===== src/sv/lir_pkg.sv =====
// shared constants, types and register codes of the linear resampler
// no dependencies
package lir_pkg;

   localparam int SAMPLE_BITS = 24;
   localparam int CHANNELS    = 2;
   localparam int MAX_OUTPUTS = 64;
   localparam int STEP_BITS   = 24;
   localparam int CHAN_BITS   = 2;
   localparam int PHASE_BITS  = 25;
   localparam int FRAC_SHIFT  = 16;
   localparam int FRAC_BITS   = FRAC_SHIFT + 1;
   localparam int DIFF_BITS   = SAMPLE_BITS + 1;
   localparam int PROD_BITS   = DIFF_BITS + FRAC_BITS + 1;
   localparam int CNT_BITS    = $clog2(MAX_OUTPUTS + 1);

   localparam logic [PHASE_BITS-1:0] PH_ONE     = PHASE_BITS'(1 << FRAC_SHIFT);
   localparam logic [STEP_BITS-1:0]  STEP_MIN   = STEP_BITS'(1024);
   localparam logic [STEP_BITS-1:0]  STEP_RESET = STEP_BITS'(1 << FRAC_SHIFT);
   localparam logic [CHAN_BITS-1:0]  CHAN_RESET = CHAN_BITS'(2);
   localparam logic [CHAN_BITS-1:0]  CHAN_MONO  = CHAN_BITS'(1);
   localparam logic [PROD_BITS-1:0]  ROUND_BIAS = PROD_BITS'((64'd1 << FRAC_SHIFT) - 64'd1);

   typedef logic signed [SAMPLE_BITS-1:0] sample_type;

   typedef enum logic [0:0] {
      CSR_STEP     = 1'b0,
      CSR_CHANNELS = 1'b1
   } csr_index_type;

   // control that travels with a product from the sequencer to the merge stage
   typedef struct packed {
      logic vld;
      logic last;
      logic mono;
   } stage_type;

endpackage


===== src/sv/lir_lane.sv =====
// one channel lane: difference, registered product, truncating scale and add
// depends on lir_pkg
module lir_lane (
   input  logic                             clock,
   input  logic                             load,
   input  lir_pkg::sample_type              prev_sample,
   input  lir_pkg::sample_type              cur_sample,
   input  logic [lir_pkg::FRAC_BITS-1:0]    frac,
   output lir_pkg::sample_type              result
);

   logic signed [lir_pkg::DIFF_BITS-1:0] diff;
   logic signed [lir_pkg::PROD_BITS-1:0] prod_in;
   logic signed [lir_pkg::PROD_BITS-1:0] prod_ff;
   lir_pkg::sample_type                  base_in;
   lir_pkg::sample_type                  base_ff;
   logic signed [lir_pkg::PROD_BITS-1:0] adj;
   logic signed [lir_pkg::PROD_BITS-1:0] quot;

   assign diff    = {cur_sample[lir_pkg::SAMPLE_BITS-1], cur_sample}
                  - {prev_sample[lir_pkg::SAMPLE_BITS-1], prev_sample};
   assign prod_in = $signed({1'b0, frac}) * diff;
   assign base_in = prev_sample;

   always_ff @(posedge clock) begin
      if (load) begin
         prod_ff <= prod_in;
         base_ff <= base_in;
      end
   end

   // bias negative products so the arithmetic shift truncates toward zero
   assign adj    = prod_ff + (prod_ff[lir_pkg::PROD_BITS-1] ? lir_pkg::ROUND_BIAS : '0);
   assign quot   = adj >>> lir_pkg::FRAC_SHIFT;
   // result lies between prev and cur, so wrap-around add is exact
   assign result = base_ff + lir_pkg::sample_type'(quot[lir_pkg::SAMPLE_BITS-1:0]);

endmodule


===== src/sv/lir_merge.sv =====
// merge stage: combines lane results into the output register and handshake
// depends on lir_pkg
module lir_merge (
   input  logic                 clock,
   input  logic                 reset,
   input  lir_pkg::stage_type   stage,
   input  lir_pkg::sample_type  lane0_result,
   input  lir_pkg::sample_type  lane1_result,
   output logic                 take,
   output logic                 rsp_valid,
   input  logic                 rsp_ready,
   output lir_pkg::sample_type  rsp_out_ch0,
   output lir_pkg::sample_type  rsp_out_ch1,
   output logic                 rsp_last
);

   logic                rsp_valid_ff;
   logic                rsp_valid_in;
   lir_pkg::sample_type ch0_ff;
   lir_pkg::sample_type ch1_ff;
   logic                last_ff;

   assign take = stage.vld && (!rsp_valid_ff || rsp_ready);

   always_comb begin
      rsp_valid_in = rsp_valid_ff;
      if (take) begin
         rsp_valid_in = 1'b1;
      end else if (rsp_ready) begin
         rsp_valid_in = 1'b0;
      end
   end

   always_ff @(posedge clock) begin
      if (reset) begin
         rsp_valid_ff <= 1'b0;
      end else begin
         rsp_valid_ff <= rsp_valid_in;
      end
   end

   always_ff @(posedge clock) begin
      if (take) begin
         ch0_ff  <= lane0_result;
         ch1_ff  <= stage.mono ? '0 : lane1_result;
         last_ff <= stage.last;
      end
   end

   assign rsp_valid   = rsp_valid_ff;
   assign rsp_out_ch0 = ch0_ff;
   assign rsp_out_ch1 = ch1_ff;
   assign rsp_last    = last_ff;

endmodule


===== src/sv/linear_interp_resampler_core.sv =====
// top level of the linear-interpolation resampler: sequencer, two lanes, merge
// depends on lir_pkg, lir_lane, lir_merge
//
// usage
//   req_* carries one input frame per beat (two signed 24-bit samples);
//   rsp_* returns zero to 64 interpolated frames per input beat, rsp_last
//   marks the final frame caused by that input
//   csr_* writes step (index 0, unsigned q8.16) and channels_in_use
//   (index 1); write only while the block is idle
// timing
//   one input at a time: req_ready is high only while the sequencer idles
//   an input with n results occupies the sequencer 2 + n cycles: the accept
//   cycle, one issue cycle per result and one cycle to retire the frame
//   the lane multiply is registered, so the first result shows on rsp_valid
//   two cycles after the accepting edge; later results follow one a cycle
// reset
//   step = 1.0, two channels, previous frame zero, phase one, so the first
//   result equals the first input; no clearing pass, ready right after reset
// stall
//   a low rsp_ready holds the output register, then the product stage, then
//   the sequencer; nothing is lost and the input side stays blocked meanwhile
module linear_interp_resampler_core (
   input  logic                               clock,
   input  logic                               reset,
   input  logic                               req_valid,
   output logic                               req_ready,
   input  lir_pkg::sample_type                req_ch0_sample,
   input  lir_pkg::sample_type                req_ch1_sample,
   output logic                               rsp_valid,
   input  logic                               rsp_ready,
   output lir_pkg::sample_type                rsp_out_ch0,
   output lir_pkg::sample_type                rsp_out_ch1,
   output logic                               rsp_last,
   input  logic                               csr_we,
   input  logic [0:0]                         csr_index,
   input  logic [lir_pkg::STEP_BITS-1:0]      csr_wdata
);

   typedef enum logic {
      ST_IDLE,
      ST_RUN
   } state_type;

   state_type                        state_ff, state_in;
   logic [lir_pkg::STEP_BITS-1:0]    step_ff, step_in;
   logic [lir_pkg::CHAN_BITS-1:0]    chan_ff, chan_in;
   logic [lir_pkg::PHASE_BITS-1:0]   phase_ff, phase_in;
   logic [lir_pkg::CNT_BITS-1:0]     cnt_ff, cnt_in;
   lir_pkg::sample_type              prev0_ff, prev0_in;
   lir_pkg::sample_type              prev1_ff, prev1_in;
   lir_pkg::sample_type              cur0_ff, cur0_in;
   lir_pkg::sample_type              cur1_ff, cur1_in;
   lir_pkg::stage_type               stage_ff, stage_in;

   logic [lir_pkg::STEP_BITS-1:0]    step_eff;
   logic [lir_pkg::PHASE_BITS-1:0]   phase_sum;
   logic                             mono;
   logic                             more;
   logic                             stage_free;
   logic                             issue;
   logic                             take;
   lir_pkg::sample_type              lane0_result;
   lir_pkg::sample_type              lane1_result;

   // steps below 1/64 are raised to 1/64
   assign step_eff  = (step_ff < lir_pkg::STEP_MIN) ? lir_pkg::STEP_MIN : step_ff;
   // channel codes 0 and 3 behave as stereo
   assign mono      = (lir_pkg::CHANNELS == 1) || (chan_ff == lir_pkg::CHAN_MONO);
   // phase is at most one whenever we issue, so the sum stays inside 25 bits
   assign phase_sum = phase_ff + lir_pkg::PHASE_BITS'(step_eff);
   // another output is due while phase <= 1 and the per-input cap is not hit
   assign more      = (phase_ff <= lir_pkg::PH_ONE)
                   && (cnt_ff < lir_pkg::CNT_BITS'(lir_pkg::MAX_OUTPUTS));
   assign stage_free = !stage_ff.vld || take;
   assign issue      = (state_ff == ST_RUN) && more && stage_free;
   assign req_ready  = (state_ff == ST_IDLE);

   always_comb begin
      state_in = state_ff;
      step_in  = step_ff;
      chan_in  = chan_ff;
      phase_in = phase_ff;
      cnt_in   = cnt_ff;
      prev0_in = prev0_ff;
      prev1_in = prev1_ff;
      cur0_in  = cur0_ff;
      cur1_in  = cur1_ff;
      stage_in = stage_ff;

      // register writes
      if (csr_we) begin
         unique case (lir_pkg::csr_index_type'(csr_index))
            lir_pkg::CSR_STEP: begin
               step_in = csr_wdata;
            end
            lir_pkg::CSR_CHANNELS: begin
               chan_in = csr_wdata[lir_pkg::CHAN_BITS-1:0];
            end
            default: begin
               step_in = step_ff;
            end
         endcase
      end

      // product stage drains into the merge register
      if (take) begin
         stage_in.vld = 1'b0;
      end

      unique case (state_ff)
         ST_IDLE: begin
            if (req_valid) begin
               cur0_in  = req_ch0_sample;
               cur1_in  = req_ch1_sample;
               cnt_in   = '0;
               state_in = ST_RUN;
            end
         end
         ST_RUN: begin
            if (!more) begin
               // retire the frame: phase drops by one, saturating at zero
               phase_in = (phase_ff >= lir_pkg::PH_ONE) ? (phase_ff - lir_pkg::PH_ONE) : '0;
               prev0_in = cur0_ff;
               prev1_in = cur1_ff;
               state_in = ST_IDLE;
            end else if (issue) begin
               phase_in      = phase_sum;
               cnt_in        = cnt_ff + lir_pkg::CNT_BITS'(1);
               stage_in.vld  = 1'b1;
               stage_in.mono = mono;
               // last when the next phase passes one or the cap is reached
               stage_in.last = (phase_sum > lir_pkg::PH_ONE)
                            || (cnt_ff == lir_pkg::CNT_BITS'(lir_pkg::MAX_OUTPUTS - 1));
            end
         end
         default: begin
            state_in = ST_IDLE;
         end
      endcase
   end

   always_ff @(posedge clock) begin
      if (reset) begin
         state_ff <= ST_IDLE;
         step_ff  <= lir_pkg::STEP_RESET;
         chan_ff  <= lir_pkg::CHAN_RESET;
         phase_ff <= lir_pkg::PH_ONE;
         cnt_ff   <= '0;
         prev0_ff <= '0;
         prev1_ff <= '0;
         stage_ff <= '0;
      end else begin
         state_ff <= state_in;
         step_ff  <= step_in;
         chan_ff  <= chan_in;
         phase_ff <= phase_in;
         cnt_ff   <= cnt_in;
         prev0_ff <= prev0_in;
         prev1_ff <= prev1_in;
         stage_ff <= stage_in;
      end
   end

   // current frame is payload only
   always_ff @(posedge clock) begin
      cur0_ff <= cur0_in;
      cur1_ff <= cur1_in;
   end

   // one lane per channel, both fed the same fractional phase
   lir_lane u_lane0 (
      .clock       (clock),
      .load        (issue),
      .prev_sample (prev0_ff),
      .cur_sample  (cur0_ff),
      .frac        (phase_ff[lir_pkg::FRAC_BITS-1:0]),
      .result      (lane0_result)
   );

   lir_lane u_lane1 (
      .clock       (clock),
      .load        (issue),
      .prev_sample (prev1_ff),
      .cur_sample  (cur1_ff),
      .frac        (phase_ff[lir_pkg::FRAC_BITS-1:0]),
      .result      (lane1_result)
   );

   // merge: mono zeroing, last flag and the output register
   lir_merge u_merge (
      .clock        (clock),
      .reset        (reset),
      .stage        (stage_ff),
      .lane0_result (lane0_result),
      .lane1_result (lane1_result),
      .take         (take),
      .rsp_valid    (rsp_valid),
      .rsp_ready    (rsp_ready),
      .rsp_out_ch0  (rsp_out_ch0),
      .rsp_out_ch1  (rsp_out_ch1),
      .rsp_last     (rsp_last)
   );

endmodule


===== config.mk =====
export PLATFORM = sky130hd
export DESIGN_NAME = linear_interp_resampler_core
export DESIGN_NICKNAME = d
export VERILOG_FILES = /design/src/sv/lir_pkg.sv /design/src/sv/lir_lane.sv /design/src/sv/lir_merge.sv /design/src/sv/linear_interp_resampler_core.sv
export SDC_FILE = /design/constraint.sdc
export NUM_CORES = 2
export LEC_CHECK = 0
export ABC_AREA = 1
export BUFFER_PORTS_ARGS = -buffer_cell sky130_fd_sc_hd__buf_2
export CAP_MARGIN = 20
export CORE_ASPECT_RATIO = 0.75
export CORE_UTILIZATION = 55
export CTS_CLUSTER_SIZE = 30
export DETAILED_ROUTE_END_ITERATION = 10
export GPL_ROUTABILITY_DRIVEN = 0
export GPL_TIMING_DRIVEN = 0
export PLACE_DENSITY = 0.75
export SETUP_SLACK_MARGIN = 0.4
export SYNTH_ARGS = -nofsm -noshare
export SYNTH_HDL_FRONTEND = slang
export SYNTH_SLANG_ARGS = --single-unit

===== constraint.sdc =====
create_clock -name clock -period 11 [get_ports clock]
set_clock_uncertainty 0.1 [all_clocks]
set_input_delay 2.2 -clock clock [delete_from_list [all_inputs] [get_ports clock]]
set_output_delay 2.2 -clock clock [all_outputs]
set_load 0.02 [all_outputs]

### Yosys cells after proc, flatten, opt, wreduce, memory -nomap -nowiden

Index checks and enable logic that the tools add are counted.

* $lt $le $gt $ge: 5
* reduce and logical (&&, ||, !) cells: 17
* multipliers: 2
* eq/ne operators: 6
* $add $sub $neg: 9
* mux-type cells: 19
* bitwise operators: 3

Operator list (count)
* 18-bit by 25-bit multiplier with 43-bit output: 2
* 40-bit adder: 2
* 25-bit 2-to-1 mux: 3
* 24-bit by 24-bit subtractor with 25-bit output: 2
* 24-bit adder: 2
* 16-bit 2-to-1 mux: 2
* 25-bit by 24-bit adder with 25-bit output: 1
* 25-bit by 17-bit >= comparator with 1-bit output, second input constant: 1
* 25-bit by 17-bit greater-than comparator with 1-bit output, second input constant: 1
* 25-bit by 17-bit <= comparator with 1-bit output, second input constant: 1
* 25-bit by 17-bit subtractor with 25-bit output, second input constant: 1
* 24-bit by 11-bit less-than comparator with 1-bit output, second input constant: 1
* 24-bit 2-to-1 mux: 1
* 7-bit 2-to-1 mux: 3
* 7-bit one-hot mux with 2 select lines: 1
* 2-bit AND reduction: 5
* 3-bit 2-to-1 mux: 3
* 7-bit by 1-bit adder with 7-bit output, second input constant: 1
* 7-bit by 6-bit equality test with 1-bit output, second input constant: 1
* 7-bit less-than comparator, second input constant: 1
* 2-bit by 1-bit inequality test with 1-bit output, second input constant: 3
* 3-bit AND reduction: 2
* 1-bit 2-to-1 mux: 5
* 1-bit logical AND: 4
* 7 further kinds: 12

* input port bits: 78
* flip-flop bits (word level): 342
* output and inout bits: 51

### Depth between registers and ports, before layout

* depth after elaboration: 8
* depth in mapped cells: 38

### Cells and area by module

A second synthesis with hierarchy kept.

* cells, all modules: 7014
* area, all modules: 54106.9 µm²

By module, submodules not included
* lir_lane at u_lane0: area each 22340.2 µm², times used 1, cells an instance 2952, sequential area each 1951.9 µm²
* lir_lane at u_lane1: area each 22310.1 µm², times used 1, cells an instance 2944, sequential area each 1951.9 µm²
* linear_interp_resampler_core: area each 7741.2 µm², times used 1, cells an instance 1013, sequential area each 3643.5 µm²
* lir_merge: area each 1715.4 µm², times used 1, cells an instance 105, sequential area each 1491.4 µm²

### Least setup slack after synthesis

Ideal clock, no wire load.

* path type: flip-flop to flip-flop
* start: reg cur0_ff[0]
* end: reg u_lane0.prod_ff[42] (netlist name), data pin
* arrival time: 6.852 ns
* slack: 3.784 ns
* cell stages (with the launch flop): 33
* clock period less this slack: 7.216 ns
* cell sequence: edfxtp_1 inv_1 ha_1 fa_1 inv_1 nand3_1 a21oi_1 nor2_1 inv_1 nand3_1 nand4_2 nand2_2 nor2_1 inv_1 fa_1 fa_1 inv_1 fa_1 fa_1 fa_1 inv_1 fa_1 inv_1 ha_1 nand2_1 nor3_1 inv_1 nor2_1 inv_1 nor3_1 nand2_1 o211ai_1 xor2_1

* word-level cells in the longest chain between the ends: 2

Ends and longest elaborated chain
* from (decl): line linear_interp_resampler_core.sv:51 `lir_pkg::sample_type cur0_ff, cur0_in;`
* from (signal assigned): line linear_interp_resampler_core.sv:166 `cur0_ff <= cur0_in;`
* 24-bit by 24-bit subtractor with 25-bit output: line lir_lane.sv:21 `- {prev_sample[lir_pkg::SAMPLE_BITS-1], prev_sample};`
* 18-bit by 25-bit multiplier with 43-bit output: line lir_lane.sv:22 `assign prod_in = $signed({1'b0, frac}) * diff;`
* net u_lane0.prod_in, one bit: line lir_lane.sv:13 `logic signed [lir_pkg::PROD_BITS-1:0] prod_in;`
* to (signal assigned): line lir_lane.sv:27 `prod_ff <= prod_in;`
* to (decl): line lir_lane.sv:14 `logic signed [lir_pkg::PROD_BITS-1:0] prod_ff;`

The timed path passes the listed nets, and every way through them passes these cells.
A chain may end at the register's enable or synchronous reset.

### Final worst setup path

* start: reg prev1_ff[0]
* end: reg u_lane1.prod_ff[38] (netlist name), data pin

* word-level cells in the longest chain between the ends: 2

Ends and longest elaborated chain
* from (decl): line linear_interp_resampler_core.sv:50 `lir_pkg::sample_type prev1_ff, prev1_in;`
* from (signal assigned): line linear_interp_resampler_core.sv:159 `prev1_ff <= prev1_in;`
* 24-bit by 24-bit subtractor with 25-bit output: line lir_lane.sv:21
* 18-bit by 25-bit multiplier with 43-bit output: line lir_lane.sv:22
* net u_lane1.prod_in, one bit: line lir_lane.sv:13
* to (signal assigned): line lir_lane.sv:27
* to (decl): line lir_lane.sv:14

The timed path passes the listed nets, and every way through them passes these cells.

==> impl_metrics.tcl <==
set metrics [dict create \
    gr-usage-all-layers 0.3372 \
    p_leak_nw 27.15 \
    power.total_w 0.01656 \
    ir_drop_mv 0.2077 \
    met2_wirelength_um 62640 \
    crit_family "adder cells" \
    syn_to_final_growth_pct 7.299 \
    holdBufCountCts 0 \
    dr_wl_met3_um 25290 \
    slew_viol_final 0 \
    synth_nets 7535 \
    status "finished clean" \
    synth_area_mm2 0.05134 \
    die_w_um 354.8 \
    drt-initial-drc-count 5242 \
    tns_ns 0 \
    slew_headroom 0.1195 \
    hold_class "reg2reg" \
    crit_type "reg2reg" \
    synth_top_area_cell "fa_1" \
    powerDensity_mw_per_mm2 300.6 \
    hold_viol 0 \
    cts_tree "yes" \
    cp-end-kind "flip-flop" \
    wl_met1_um 61560 \
    final_nets 7712 \
    synth_cells 6261 \
    h-tree-depth 2 \
    num_vias 43788 \
    crit_buf_inv 8 \
    required_ns 11.32 \
    dp_hpwl_um 130300 \
    via_per_inst 5.687 \
    cp-start-kind "flip-flop" \
    clk_latency_ns 0.60 \
    drt-total-wl_um 156100 \
    overflow 0 \
    yosysWarnings 0 \
    post-route-util 0.5987 \
    clock_path_buffers 3 \
    antenna_found_initial 5 \
    clkTransAtPathRegs_ns 0.07 \
    worst_pin_slew_ns 1.311 \
    dieHeight_um 266.6 \
    fmax_ghz 0.1073 \
    crit_path_max_incr_delay_ns 0.73 \
    drive_above_1_share 0.06600 \
    period_share 0.8476 \
    most-common-layout-cells "inv_1 (1,379), nand2_1 (1,014), fa_1 (837)" \
    critPathArrivalTime_ns 9.64 \
    avgSynthCellArea_um2 8.200 \
    fin_crit_ns 9.324 \
    yosys.area.top_type_share 0.3264 \
    synth-seq-cells 338 \
    min_path_cells 0 \
    worstHoldStart "prev0_ff[23]$_SDFFE_PP0P_" \
    grt_max_degree 94 \
    final_common_cell "inv_1" \
    whs_endpoint "u_lane0.base_ff[23]$_DFFE_PP_" \
    wl_per_cell_um 20.28 \
    core_mm2 0.09201 \
    cts_resized 0 \
    cts_sinks 338 \
    grt_pass1_vias 43010 \
    finalSetupViolations 0 \
    final_antenna_net_count 0 \
    largestRegisters "u_lane0.prod_ff: 41 flops, u_lane1.prod_ff: 41 flops, phase_ff: 25 flops" \
    place_ws_ns 2.123 \
    row_count 96 \
    crit_fanout 10 \
    drcViolationCount 0 \
    slowest_stage "xor2_2" \
    drt_first_pass_iters 9 \
    ys_types 68 \
    reg2reg_slack_ns 1.68 \
    ioPinCount 129 \
    die-area_mm2 0.09459 \
    grt_setup_unrepaired "false" \
    highest_layer "met5" \
    cts_buffers 40 \
    floorplan.initialDensity 0.5580 \
    seq_area_frac_synth 0.1761 \
    dp.cells 7620 \
    setup_ws_ns 1.676 \
    drv_cap 0 \
    stdcell_count 7699 \
    grt_pass1_wl_um 242400 \
    netlist_top_cells_area "fa_1 (33%), edfxtp_1 (13%), inv_1 (10%), ha_1 (8.7%), nand2_1 (7.4%)" \
    port_buffers 127 \
    clock-root-buffer "clkbuf_16" \
    reg2regPathDepth 32 \
    r2r-start "prev1_ff[0]$_SDFFE_PP0P_" \
    post_cts_buffers 0 \
    r2r_end "u_lane1.prod_ff[38]$_DFFE_PP_" \
]
==> area by class of cell <==
cell class	count	area, um2
inverter	1416	5321
antenna	4	10.01
clock inverter	25	331.6
tap	1225	1533
multi-input combinational	4320	36180
sequential	338	9039
fill	8040	36920
clock buffer	49	1097
timing repair buffer	135	757.0
buffer	187	817.0
==> kinds of logic after synthesis <==
| logic type | synth area share |
|---|---|
| adder cells (fa/ha/maj) | 0.4139 |
| flip-flops | 0.1761 |
| XOR/XNOR | 0.02671 |
| AO/OA/AOI/OAI | 0.07645 |
| buffers and inverters | 0.1196 |
| AND/OR/NAND/NOR | 0.1874 |
==> worst max path at each step <==
stage / start / end / slack, ns / cells after the start
after global routing: cur0_ff[11]$_DFFE_PP_ / u_lane0.prod_ff[42]$_DFFE_PP_ / 1.42 / 29
after CTS: prev1_ff[0]$_SDFFE_PP0P_ / u_lane1.prod_ff[38]$_DFFE_PP_ / 2.05 / 32
after floorplan: cur0_ff[0]$_DFFE_PP_ / u_lane0.prod_ff[42]$_DFFE_PP_ / 3.78 / 32
after detailed placement: prev1_ff[0]$_SDFFE_PP0P_ / u_lane1.prod_ff[38]$_DFFE_PP_ / 2.12 / 32
final: prev1_ff[0]$_SDFFE_PP0P_ / u_lane1.prod_ff[38]$_DFFE_PP_ / 1.68 / 32
after global placement: cur0_ff[7]$_DFFE_PP_ / u_lane0.prod_ff[32]$_DFFE_PP_ / 2.25 / 29
==> Yosys cell counts, drive strengths merged <==
library cell / n
buf: 51
edfxtp: 227
o21bai: 26
nor3b: 4
clkbuf: 136
o211a: 1
a221oi: 4
a41oi: 1
nand3b: 12
a31o: 3
and2: 2
a211oi: 9
and3: 3
a21boi: 14
nor4: 19
nand3: 288
nor2: 721
nand2b: 1
o21ba: 1
nor3: 60
o2111ai: 4
or3: 1
xor2: 92
o31ai: 1
a21o: 32
a211o: 1
inv: 1407
ha: 359
a31oi: 22
nand4: 39
o211ai: 16
or2: 96
o21ai: 209
dfxtp: 111
clkinv: 9
nand2: 1030
fa: 837
a21oi: 342
xnor2: 56
o21a: 14
==> report_power, final <==
part / internal, W / switching (W) / leakage (nW) / total [W]
Sequential: 0.00208 / 0.000336 / 3.02 / 0.00241
Clock: 0.000845 / 0.000600 / 0.691 / 0.00144
Combinational: 0.00397 / 0.00874 / 23.4 / 0.0127
==> through the flow <==
step | hold slack, ns | instance area, um2
2_1_floorplan | 0.3030 | 51340
3_3_place_gp | 0.3126 | 53510
3_5_place_dp | 0.3158 | 53630
4_1_cts | 0.3304 | 55060
5_1_grt | 0.3373 | 55080
6_report | 0.3321 | 55090
==> worst reg2reg max path: cells and delay by family (launching register included) <==
family | cells | cell delay (ns)
buffers and inverters | 8 | 1.20
DFF | 1 | 0.36
and+or+nand+nor | 12 | 2.14
AOI/OAI and AO/OA | 1 | 0.16
xor gates and xnor gates | 2 | 0.95
adders and majority gates | 9 | 4.23
==> per-layer routing <==
metal,up-vias,global-route usage
li1,19564,-
met1,21113,0.4641
met2,2670,0.4733
met3,439,0.1423
met4,2,0.1196
met5,-,0
(Power assumes the default switching activity.)
